==> src/hdl/rrts_pkg.sv <==
// ----------------------------------------------------------------------------
// rrts_pkg
// Shared types, codes and constants of the round-robin thread scheduler.
// ----------------------------------------------------------------------------
package rrts_pkg;

  localparam int unsigned SLOTS_DEF = 16;
  localparam int unsigned WAKE_W    = 62;
  localparam int unsigned ALU_W     = 63;

  localparam logic [29:0] NS_MAX  = 30'd999999999;
  localparam logic [30:0] NS_WRAP = 31'd1000000000;

  localparam logic [2:0] ST_ALIVE   = 3'h1;
  localparam logic [2:0] ST_SLEEP   = 3'h2;
  localparam logic [2:0] ST_SUSPEND = 3'h4;

  localparam logic [2:0] CMD_SCHED   = 3'd0;
  localparam logic [2:0] CMD_CREATE  = 3'd1;
  localparam logic [2:0] CMD_KILL    = 3'd2;
  localparam logic [2:0] CMD_SUSPEND = 3'd3;
  localparam logic [2:0] CMD_RESUME  = 3'd4;
  localparam logic [2:0] CMD_SLEEP   = 3'd5;

  typedef enum logic {
    ALU_ADD,
    ALU_SUB
  } alu_op_e;

  typedef struct packed {
    alu_op_e          op;
    logic [ALU_W-1:0] a;
    logic [ALU_W-1:0] b;
    logic             cin;
  } alu_req_t;

  typedef struct packed {
    logic [ALU_W-1:0] sum;
    logic             cout;
  } alu_rsp_t;

  typedef struct packed {
    logic status;
    logic nxt;
    logic wake;
  } store_we_t;

  typedef struct packed {
    logic [2:0]  cmd;
    logic [3:0]  thread_id;
    logic [31:0] sleep_seconds;
    logic [29:0] sleep_nanoseconds;
    logic [31:0] now_seconds;
    logic [29:0] now_nanoseconds;
  } in_item_t;

  typedef struct packed {
    logic [3:0] running_id;
    logic       ready_found;
    logic       rescheduled;
    logic [3:0] created_id;
    logic       create_ok;
  } out_item_t;

endpackage

==> src/hdl/rrts_time_alu.sv <==
// ----------------------------------------------------------------------------
// rrts_time_alu
// Shared adder/subtractor for wake time sums, carry normalization and the
// due check of the ring walk.
// ----------------------------------------------------------------------------
module rrts_time_alu (
  input  rrts_pkg::alu_req_t req_i,
  output rrts_pkg::alu_rsp_t rsp_o
);
  import rrts_pkg::*;

  logic [ALU_W-1:0] b_op;
  logic             c_in;
  logic [ALU_W:0]   full;

  // Subtraction is a plus the inverse of b plus one; carry out means no borrow.
  always_comb begin
    b_op = (req_i.op == ALU_SUB) ? ~req_i.b : req_i.b;
    c_in = (req_i.op == ALU_SUB) ? 1'b1 : req_i.cin;
    full = {1'b0, req_i.a} + {1'b0, b_op} + {{ALU_W{1'b0}}, c_in};
  end

  assign rsp_o.sum  = full[ALU_W-1:0];
  assign rsp_o.cout = full[ALU_W];

endmodule

==> src/hdl/rrts_slot_store.sv <==
// ----------------------------------------------------------------------------
// rrts_slot_store
// Per-slot status, ring successor and wake time memories with one shared
// registered read port and one shared write address.
// ----------------------------------------------------------------------------
module rrts_slot_store #(
  parameter int unsigned SLOTS = rrts_pkg::SLOTS_DEF,
  localparam int unsigned IW   = $clog2(SLOTS)
) (
  input  logic                        clk_i,
  input  logic                        rst_ni,
  input  logic [IW-1:0]               raddr_i,
  input  rrts_pkg::store_we_t         we_i,
  input  logic [IW-1:0]               waddr_i,
  input  logic [2:0]                  wstatus_i,
  input  logic [IW-1:0]               wnext_i,
  input  logic [rrts_pkg::WAKE_W-1:0] wwake_i,
  output logic [2:0]                  rstatus_o,
  output logic [IW-1:0]               rnext_o,
  output logic [rrts_pkg::WAKE_W-1:0] rwake_o
);
  import rrts_pkg::*;

  logic [2:0]        status_mem [SLOTS];
  logic [IW-1:0]     next_mem   [SLOTS];
  logic [WAKE_W-1:0] wake_mem   [SLOTS];

  logic [2:0]        status_rd_q;
  logic [IW-1:0]     next_rd_q;
  logic [WAKE_W-1:0] wake_rd_q;

  // Only slot 0 has a nonzero reset state that is ever read; every other
  // slot is written by create before the ring can reach it.
  logic v_status_q, v_next_q, v_wake_q;
  logic dflt_status_q, dflt_next_q, dflt_wake_q;

  always_ff @(posedge clk_i) begin
    if (we_i.status) status_mem[waddr_i] <= wstatus_i;
    if (we_i.nxt)    next_mem[waddr_i]   <= wnext_i;
    if (we_i.wake)   wake_mem[waddr_i]   <= wwake_i;
    status_rd_q <= status_mem[raddr_i];
    next_rd_q   <= next_mem[raddr_i];
    wake_rd_q   <= wake_mem[raddr_i];
  end

  always_ff @(posedge clk_i or negedge rst_ni) begin
    if (!rst_ni) begin
      v_status_q    <= 1'b0;
      v_next_q      <= 1'b0;
      v_wake_q      <= 1'b0;
      dflt_status_q <= 1'b1;
      dflt_next_q   <= 1'b1;
      dflt_wake_q   <= 1'b1;
    end else begin
      if (we_i.status && (waddr_i == '0)) v_status_q <= 1'b1;
      if (we_i.nxt && (waddr_i == '0))    v_next_q   <= 1'b1;
      if (we_i.wake && (waddr_i == '0))   v_wake_q   <= 1'b1;
      dflt_status_q <= (raddr_i == '0) && !v_status_q;
      dflt_next_q   <= (raddr_i == '0) && !v_next_q;
      dflt_wake_q   <= (raddr_i == '0) && !v_wake_q;
    end
  end

  assign rstatus_o = dflt_status_q ? ST_ALIVE : status_rd_q;
  assign rnext_o   = dflt_next_q ? '0 : next_rd_q;
  assign rwake_o   = dflt_wake_q ? '0 : wake_rd_q;

endmodule

==> src/hdl/round_robin_thread_scheduler_core.sv <==
// ----------------------------------------------------------------------------
// round_robin_thread_scheduler_core
// Round-robin thread scheduler over a ring of slots with sleep and wakeup.
// ----------------------------------------------------------------------------
// One transaction is taken when start is high and busy is low; its result
// appears on result_o with done_o, high for exactly one cycle, in the cycle
// in which busy falls, and cannot be held off. A schedule tick walks 1 to
// SLOTS ring entries, one per cycle through the slot store's read port, with
// the shared time unit checking each entry's wake time. Kill, suspend and
// resume read the target's status and write it back, then walk the ring if
// they target the current slot; sleep does so after forming the wake time in
// three passes through the time unit. Create reads the current slot's
// successor, writes the new slot, links it in; other commands use a no-op
// state. Reset needs no clearing pass; the block is ready right after reset.
// ----------------------------------------------------------------------------
module round_robin_thread_scheduler_core #(
  parameter int unsigned SLOTS = rrts_pkg::SLOTS_DEF
) (
  input  logic                clk_i,
  input  logic                rst_ni,
  input  logic                start,
  input  rrts_pkg::in_item_t  item_i,
  output logic                busy,
  output logic                done_o,
  output rrts_pkg::out_item_t result_o
);
  import rrts_pkg::*;

  localparam int unsigned IW = $clog2(SLOTS);
  localparam int unsigned FW = $clog2(SLOTS + 1);

  localparam logic [3:0] S_IDLE    = 4'd0;
  localparam logic [3:0] S_NOP     = 4'd1;
  localparam logic [3:0] S_CR_RD   = 4'd2;
  localparam logic [3:0] S_CR_WR1  = 4'd3;
  localparam logic [3:0] S_CR_WR2  = 4'd4;
  localparam logic [3:0] S_ST_RD   = 4'd5;
  localparam logic [3:0] S_ST_WR   = 4'd6;
  localparam logic [3:0] S_SL_NS   = 4'd7;
  localparam logic [3:0] S_SL_WRAP = 4'd8;
  localparam logic [3:0] S_SL_SEC  = 4'd9;
  localparam logic [3:0] S_WALK0   = 4'd10;
  localparam logic [3:0] S_WALK1   = 4'd11;
  localparam logic [3:0] S_WALK    = 4'd12;

  logic [3:0]        state_q, state_d;
  logic [IW-1:0]     cur_q, cur_d;
  logic [FW-1:0]     fill_q, fill_d;
  logic              done_q, done_d;

  logic [2:0]        cmd_q, cmd_d;
  logic [IW-1:0]     tid_q, tid_d;
  logic [31:0]       sl_s_q, sl_s_d;
  logic [29:0]       sl_ns_q, sl_ns_d;
  logic [31:0]       now_s_q, now_s_d;
  logic [29:0]       now_ns_q, now_ns_d;
  logic [30:0]       t_ns_q, t_ns_d;
  logic [29:0]       ns_norm_q, ns_norm_d;
  logic              cy_q, cy_d;
  logic [WAKE_W-1:0] wake_q, wake_d;
  logic [IW-1:0]     node_q, node_d;
  logic [IW-1:0]     cnt_q, cnt_d;
  logic              found_q, found_d;
  logic              resched_q, resched_d;
  logic [3:0]        cid_q, cid_d;
  logic              cok_q, cok_d;
  out_item_t         res_q, res_d;

  logic              finish;
  logic              tid_ok;
  logic [IW-1:0]     tid_in;
  logic [IW-1:0]     fill_idx;

  alu_req_t          alu_req;
  alu_rsp_t          alu_rsp;

  logic [IW-1:0]     raddr;
  store_we_t         we;
  logic [IW-1:0]     waddr;
  logic [2:0]        wstatus;
  logic [IW-1:0]     wnext;
  logic [WAKE_W-1:0] wwake;
  logic [2:0]        rd_status;
  logic [IW-1:0]     rd_next;
  logic [WAKE_W-1:0] rd_wake;

  rrts_time_alu u_alu (
    .req_i (alu_req),
    .rsp_o (alu_rsp)
  );

  rrts_slot_store #(
    .SLOTS (SLOTS)
  ) u_store (
    .clk_i     (clk_i),
    .rst_ni    (rst_ni),
    .raddr_i   (raddr),
    .we_i      (we),
    .waddr_i   (waddr),
    .wstatus_i (wstatus),
    .wnext_i   (wnext),
    .wwake_i   (wwake),
    .rstatus_o (rd_status),
    .rnext_o   (rd_next),
    .rwake_o   (rd_wake)
  );

  assign tid_ok   = 32'(item_i.thread_id) < SLOTS;
  assign tid_in   = IW'(item_i.thread_id);
  // Slots are handed out in order and never reused, so the fill count is
  // also the lowest unused slot.
  assign fill_idx = fill_q[IW-1:0];

  always_comb begin
    state_d   = state_q;
    cur_d     = cur_q;
    fill_d    = fill_q;
    cmd_d     = cmd_q;
    tid_d     = tid_q;
    sl_s_d    = sl_s_q;
    sl_ns_d   = sl_ns_q;
    now_s_d   = now_s_q;
    now_ns_d  = now_ns_q;
    t_ns_d    = t_ns_q;
    ns_norm_d = ns_norm_q;
    cy_d      = cy_q;
    wake_d    = wake_q;
    node_d    = node_q;
    cnt_d     = cnt_q;
    found_d   = found_q;
    resched_d = resched_q;
    cid_d     = cid_q;
    cok_d     = cok_q;
    finish    = 1'b0;
    alu_req   = '{op: ALU_ADD, a: '0, b: '0, cin: 1'b0};
    raddr     = '0;
    we        = '0;
    waddr     = '0;
    wstatus   = '0;
    wnext     = '0;
    wwake     = '0;

    unique case (state_q)
      S_IDLE: begin
        if (start) begin
          cmd_d     = item_i.cmd;
          tid_d     = tid_in;
          sl_s_d    = item_i.sleep_seconds;
          sl_ns_d   = (item_i.sleep_nanoseconds > NS_MAX) ? NS_MAX : item_i.sleep_nanoseconds;
          now_s_d   = item_i.now_seconds;
          now_ns_d  = (item_i.now_nanoseconds > NS_MAX) ? NS_MAX : item_i.now_nanoseconds;
          found_d   = 1'b0;
          resched_d = 1'b0;
          cid_d     = '0;
          cok_d     = 1'b0;
          unique case (item_i.cmd) inside
            CMD_SCHED: begin
              resched_d = 1'b1;
              state_d   = S_WALK0;
            end
            CMD_CREATE: begin
              state_d = (fill_q == FW'(SLOTS)) ? S_NOP : S_CR_RD;
            end
            CMD_KILL, CMD_SUSPEND, CMD_RESUME: begin
              state_d = tid_ok ? S_ST_RD : S_NOP;
            end
            CMD_SLEEP: begin
              state_d = tid_ok ? S_SL_NS : S_NOP;
            end
            default: state_d = S_NOP;
          endcase
        end
      end

      S_NOP: begin
        finish  = 1'b1;
        state_d = S_IDLE;
      end

      S_CR_RD: begin
        raddr   = cur_q;
        state_d = S_CR_WR1;
      end

      S_CR_WR1: begin
        we      = '{status: 1'b1, nxt: 1'b1, wake: 1'b1};
        waddr   = fill_idx;
        wstatus = ST_ALIVE;
        wnext   = rd_next;
        wwake   = '0;
        state_d = S_CR_WR2;
      end

      // The new slot follows the current one and is alive and awake, so the
      // walk would pick it at its first step.
      S_CR_WR2: begin
        we.nxt    = 1'b1;
        waddr     = cur_q;
        wnext     = fill_idx;
        cur_d     = fill_idx;
        cid_d     = 4'(fill_idx);
        cok_d     = 1'b1;
        resched_d = 1'b1;
        found_d   = 1'b1;
        fill_d    = fill_q + FW'(1);
        finish    = 1'b1;
        state_d   = S_IDLE;
      end

      S_ST_RD: begin
        raddr   = tid_q;
        state_d = S_ST_WR;
      end

      S_ST_WR: begin
        we.status = 1'b1;
        waddr     = tid_q;
        unique case (cmd_q)
          CMD_KILL:    wstatus = rd_status & ~ST_ALIVE;
          CMD_SUSPEND: wstatus = rd_status | ST_SUSPEND;
          CMD_RESUME:  wstatus = rd_status & ~ST_SUSPEND;
          CMD_SLEEP: begin
            wstatus = rd_status | ST_SLEEP;
            we.wake = 1'b1;
            wwake   = wake_q;
          end
          default:     wstatus = rd_status;
        endcase
        if (tid_q == cur_q) begin
          resched_d = 1'b1;
          state_d   = S_WALK0;
        end else begin
          finish  = 1'b1;
          state_d = S_IDLE;
        end
      end

      S_SL_NS: begin
        alu_req = '{op: ALU_ADD, a: ALU_W'(now_ns_q), b: ALU_W'(sl_ns_q), cin: 1'b0};
        t_ns_d  = alu_rsp.sum[30:0];
        state_d = S_SL_WRAP;
      end

      S_SL_WRAP: begin
        alu_req   = '{op: ALU_SUB, a: ALU_W'(t_ns_q), b: ALU_W'(NS_WRAP), cin: 1'b0};
        cy_d      = alu_rsp.cout;
        ns_norm_d = alu_rsp.cout ? alu_rsp.sum[29:0] : t_ns_q[29:0];
        state_d   = S_SL_SEC;
      end

      S_SL_SEC: begin
        alu_req = '{op: ALU_ADD, a: ALU_W'(now_s_q), b: ALU_W'(sl_s_q), cin: cy_q};
        if (alu_rsp.sum[32]) begin
          wake_d = {32'hFFFF_FFFF, NS_MAX};
        end else begin
          wake_d = {alu_rsp.sum[31:0], ns_norm_q};
        end
        raddr   = tid_q;
        state_d = S_ST_WR;
      end

      S_WALK0: begin
        raddr   = cur_q;
        state_d = S_WALK1;
      end

      S_WALK1: begin
        raddr   = rd_next;
        node_d  = rd_next;
        cnt_d   = '0;
        state_d = S_WALK;
      end

      // Entry node_q is on the read port; its successor is fetched at once.
      S_WALK: begin
        alu_req = '{op: ALU_SUB, a: {1'b0, now_s_q, now_ns_q}, b: {1'b0, rd_wake},
                    cin: 1'b0};
        if (((rd_status & ST_SLEEP) != '0) && alu_rsp.cout) begin
          we      = '{status: 1'b1, nxt: 1'b0, wake: 1'b1};
          waddr   = node_q;
          wstatus = rd_status & ~ST_SLEEP;
          wwake   = '0;
          cur_d   = node_q;
          found_d = 1'b1;
          finish  = 1'b1;
          state_d = S_IDLE;
        end else if (((rd_status & (ST_SLEEP | ST_SUSPEND)) == '0) &&
                     ((rd_status & ST_ALIVE) != '0)) begin
          cur_d   = node_q;
          found_d = 1'b1;
          finish  = 1'b1;
          state_d = S_IDLE;
        end else if (cnt_q == IW'(SLOTS - 1)) begin
          found_d = 1'b0;
          finish  = 1'b1;
          state_d = S_IDLE;
        end else begin
          raddr  = rd_next;
          node_d = rd_next;
          cnt_d  = cnt_q + IW'(1);
        end
      end

      default: state_d = S_IDLE;
    endcase
  end

  always_comb begin
    res_d = res_q;
    if (finish) begin
      res_d.running_id  = 4'(cur_d);
      res_d.ready_found = found_d;
      res_d.rescheduled = resched_d;
      res_d.created_id  = cid_d;
      res_d.create_ok   = cok_d;
    end
  end

  assign done_d = finish;

  always_ff @(posedge clk_i or negedge rst_ni) begin
    if (!rst_ni) begin
      state_q <= S_IDLE;
      cur_q   <= '0;
      fill_q  <= FW'(1);
      done_q  <= 1'b0;
    end else begin
      state_q <= state_d;
      cur_q   <= cur_d;
      fill_q  <= fill_d;
      done_q  <= done_d;
    end
  end

  always_ff @(posedge clk_i) begin
    cmd_q     <= cmd_d;
    tid_q     <= tid_d;
    sl_s_q    <= sl_s_d;
    sl_ns_q   <= sl_ns_d;
    now_s_q   <= now_s_d;
    now_ns_q  <= now_ns_d;
    t_ns_q    <= t_ns_d;
    ns_norm_q <= ns_norm_d;
    cy_q      <= cy_d;
    wake_q    <= wake_d;
    node_q    <= node_d;
    cnt_q     <= cnt_d;
    found_q   <= found_d;
    resched_q <= resched_d;
    cid_q     <= cid_d;
    cok_q     <= cok_d;
    res_q     <= res_d;
  end

  assign busy     = (state_q != S_IDLE);
  assign done_o   = done_q;
  assign result_o = res_q;

endmodule

==> config.mk <==
export PLATFORM = sky130hd
export DESIGN_NAME = round_robin_thread_scheduler_core
export DESIGN_NICKNAME = d
export VERILOG_FILES = /design/src/hdl/rrts_pkg.sv /design/src/hdl/rrts_time_alu.sv /design/src/hdl/rrts_slot_store.sv /design/src/hdl/round_robin_thread_scheduler_core.sv
export SDC_FILE = /design/constraint.sdc
export NUM_CORES = 2
export LEC_CHECK = 0
export BUFFER_PORTS_ARGS = -buffer_cell sky130_fd_sc_hd__buf_2
export CORE_UTILIZATION = 55
export DETAILED_ROUTE_END_ITERATION = 10
export PLACE_DENSITY = 0.7
export SYNTH_ARGS = -nofsm -noshare
export SYNTH_HDL_FRONTEND = slang
export SYNTH_HIERARCHICAL = 1
export SYNTH_SLANG_ARGS = --single-unit
==> constraint.sdc <==
create_clock -name clk_i -period 9.6 [get_ports clk_i]
set_input_delay 1.92 -clock clk_i [delete_from_list [all_inputs] [get_ports clk_i]]
set_output_delay 1.92 -clock clk_i [all_outputs]
set_load 0.1 [all_outputs]
==> impl_metrics.toml <==
[clocking]
cts.path.max_buffers = 3
path_clk_slew_ps = 60
post_cts_buffers = 0
postCtsHoldBufs = 0
cts.repair.resized = 0
insertion_delay_ps = 760
htree_levels = 4
cts-root-buf = "clkbuf_16"
clock_sinks = 1474
cts-buffers-inserted = 147
cts_tree = "built"

[yosys]
syn_area_um2 = 60300
syn_inst = 3485
yosys_warnings = 6
syn_area_per_cell_um2 = 17.3

[place]
port-buffer-count = 146
place.gp.congestion = 0.975
dp_hpwl_um = 92300
dpl_cell_area_um2 = 62700

[sta]
fin_crit_sh = 0.862
rsz0062_at_grt = "false"
fin_crit_ps = 8270
fmaxAchievable_ghz = 0.121
timing.hold.ws_ps = 359
drv_slew = 0
max_slew_margin = 0.220
hold_viol = 0
worst_slew_pin_slew_ps = 1170
fin_worst_skew_ps = 28.4
setup_violations = 0
fin_tns_setup_ps = 0

[detailed_routing]
dr.pass1.iters = 11
finalWirelength_um = 153000
wl_per_cell_um = 29.6
drt_iter0_markers = 4587
drc_errors = 8
drtAntennaViolNets = 0
vias = 33300
viasPerCell = 6.44

[die]
initial_core_util = 0.554
ios = 147
num_rows = 121
dieHeight_um = 333
dieWidth_um = 333
die_area_um2 = 111000
coreArea_um2 = 109000

[grt]
grt_pass1_vias = 32100
grt_util_all_layers = 0.278
gr-total-overflow = 0
antenna_found_initial = 6
grt_pass1_wl_um = 222000
grt_max_degree = 91

[setup_path]
critPathTopFamily = "compound AO/OA/AOI/OAI gates"
critPathBufInv = 4
worst_ep_arrival_time_ps = 8920
worstSetupStartpointType = "register"
cp.required_ps = 10250
worstSetupEndpointType = "register"
crit_type = "reg -> reg"
cp_slowest_cell = "dfrtp_1"
crit_fanout = 65
critical-path-max-stage-delay_ps = 870

[outcome]
violations = "DRC"
outcome = "finished with violations"

[layout]
fin_area_um2 = 67600
final_common_cell = "edfxtp_1"
finish.net_count = 3833
drive_gt1_frac = 0.212
fin_util = 0.622
syn_to_final_growth_pct = 12.2
mostFrequentLayoutCells = "edfxtp_1 (1378), mux4_2 (207), clkbuf_16 (152)"

[power]
peakVddDrop_mv = 0.202
p_comb_frac = 0.180
netSwitchingPower_uw = 4690
p_clk_frac = 0.346
pwr-share-seq = 0.474
p_leak_uw = 0.0213
power_switching_share = 0.282
intPower_uw = 12000
powerDensity_nw_per_um2 = 246

[job]
cap_violations = 0

[min_path]
hp-class = "reg -> reg"
==> per-layer routing <==
metal	track usage	wire, um	vias to the layer above
li1	-	-	14100
met1	0.406	62800	17200
met2	0.426	71700	1830
met3	0.0538	14400	234
met4	0.0851	4270	0
met5	0	0	-
==> power groups by stage <==
stage | sequential (uW) | clock (uW) | combinational, uW
2_1_floorplan | 7980 | 0 | 2040
3_3_place_gp | 8000 | 0 | 2960
3_5_place_dp | 8000 | 0 | 2980
4_1_cts | 7880 | 5840 | 3000
5_1_grt | 7910 | 6090 | 3200
6_report | 7890 | 5770 | 3000
==> area by class of cell <==
cell class | instances | area, um^2
inverters | 75 | 288
fillers | 7688 | 41100
clock buffers | 200 | 4120
diodes | 1 | 2.50
flip-flops and latches | 1474 | 43400
well taps | 1414 | 1770
clock inverters | 73 | 764
repair buffers | 218 | 1580
multi-input cells | 1716 | 15700
==> worst paths after layout <==
check	from	endpoint	slack, ps	depth (start not counted)
min	u_store/v_next_q	u_store/dflt_next_q	360	1
min in group asynchronous	rst_ni	cur_q[0]	1140	1
max in group asynchronous	rst_ni	u_store/dflt_wake_q	8070	1
max reg2reg	state_q[0]	u_store/next_rd_q[1]	1330	25
max	state_q[0]	u_store/next_rd_q[1]	1330	25
min reg2reg	u_store/v_next_q	u_store/dflt_next_q	360	1
==> registers in the layout, indices dropped and copies added, names as in the netlist, 30 cells and up <==
signal and count:
u_store/status_mem 48, sl_ns_q 30, t_ns_q 31, wake_q 62
sl_s_q 32, now_ns_q 30, now_s_q 32, u_store/wake_rd_q 62
u_store/next_mem 64, u_store/wake_mem 992, ns_norm_q 30
==> through the flow <==
stage | std cells | power [uW] | setup slack [ps]
after global routing | 5170 | 17200 | 859
final | 5171 | 16700 | 1330
after floorplan | 3486 | 10000 | 1080
after CTS | 5170 | 16700 | 1450
after global placement | 4897 | 11000 | 1670
after detailed placement | 4897 | 11000 | 1530
Power figures use the tool's default switching activity.
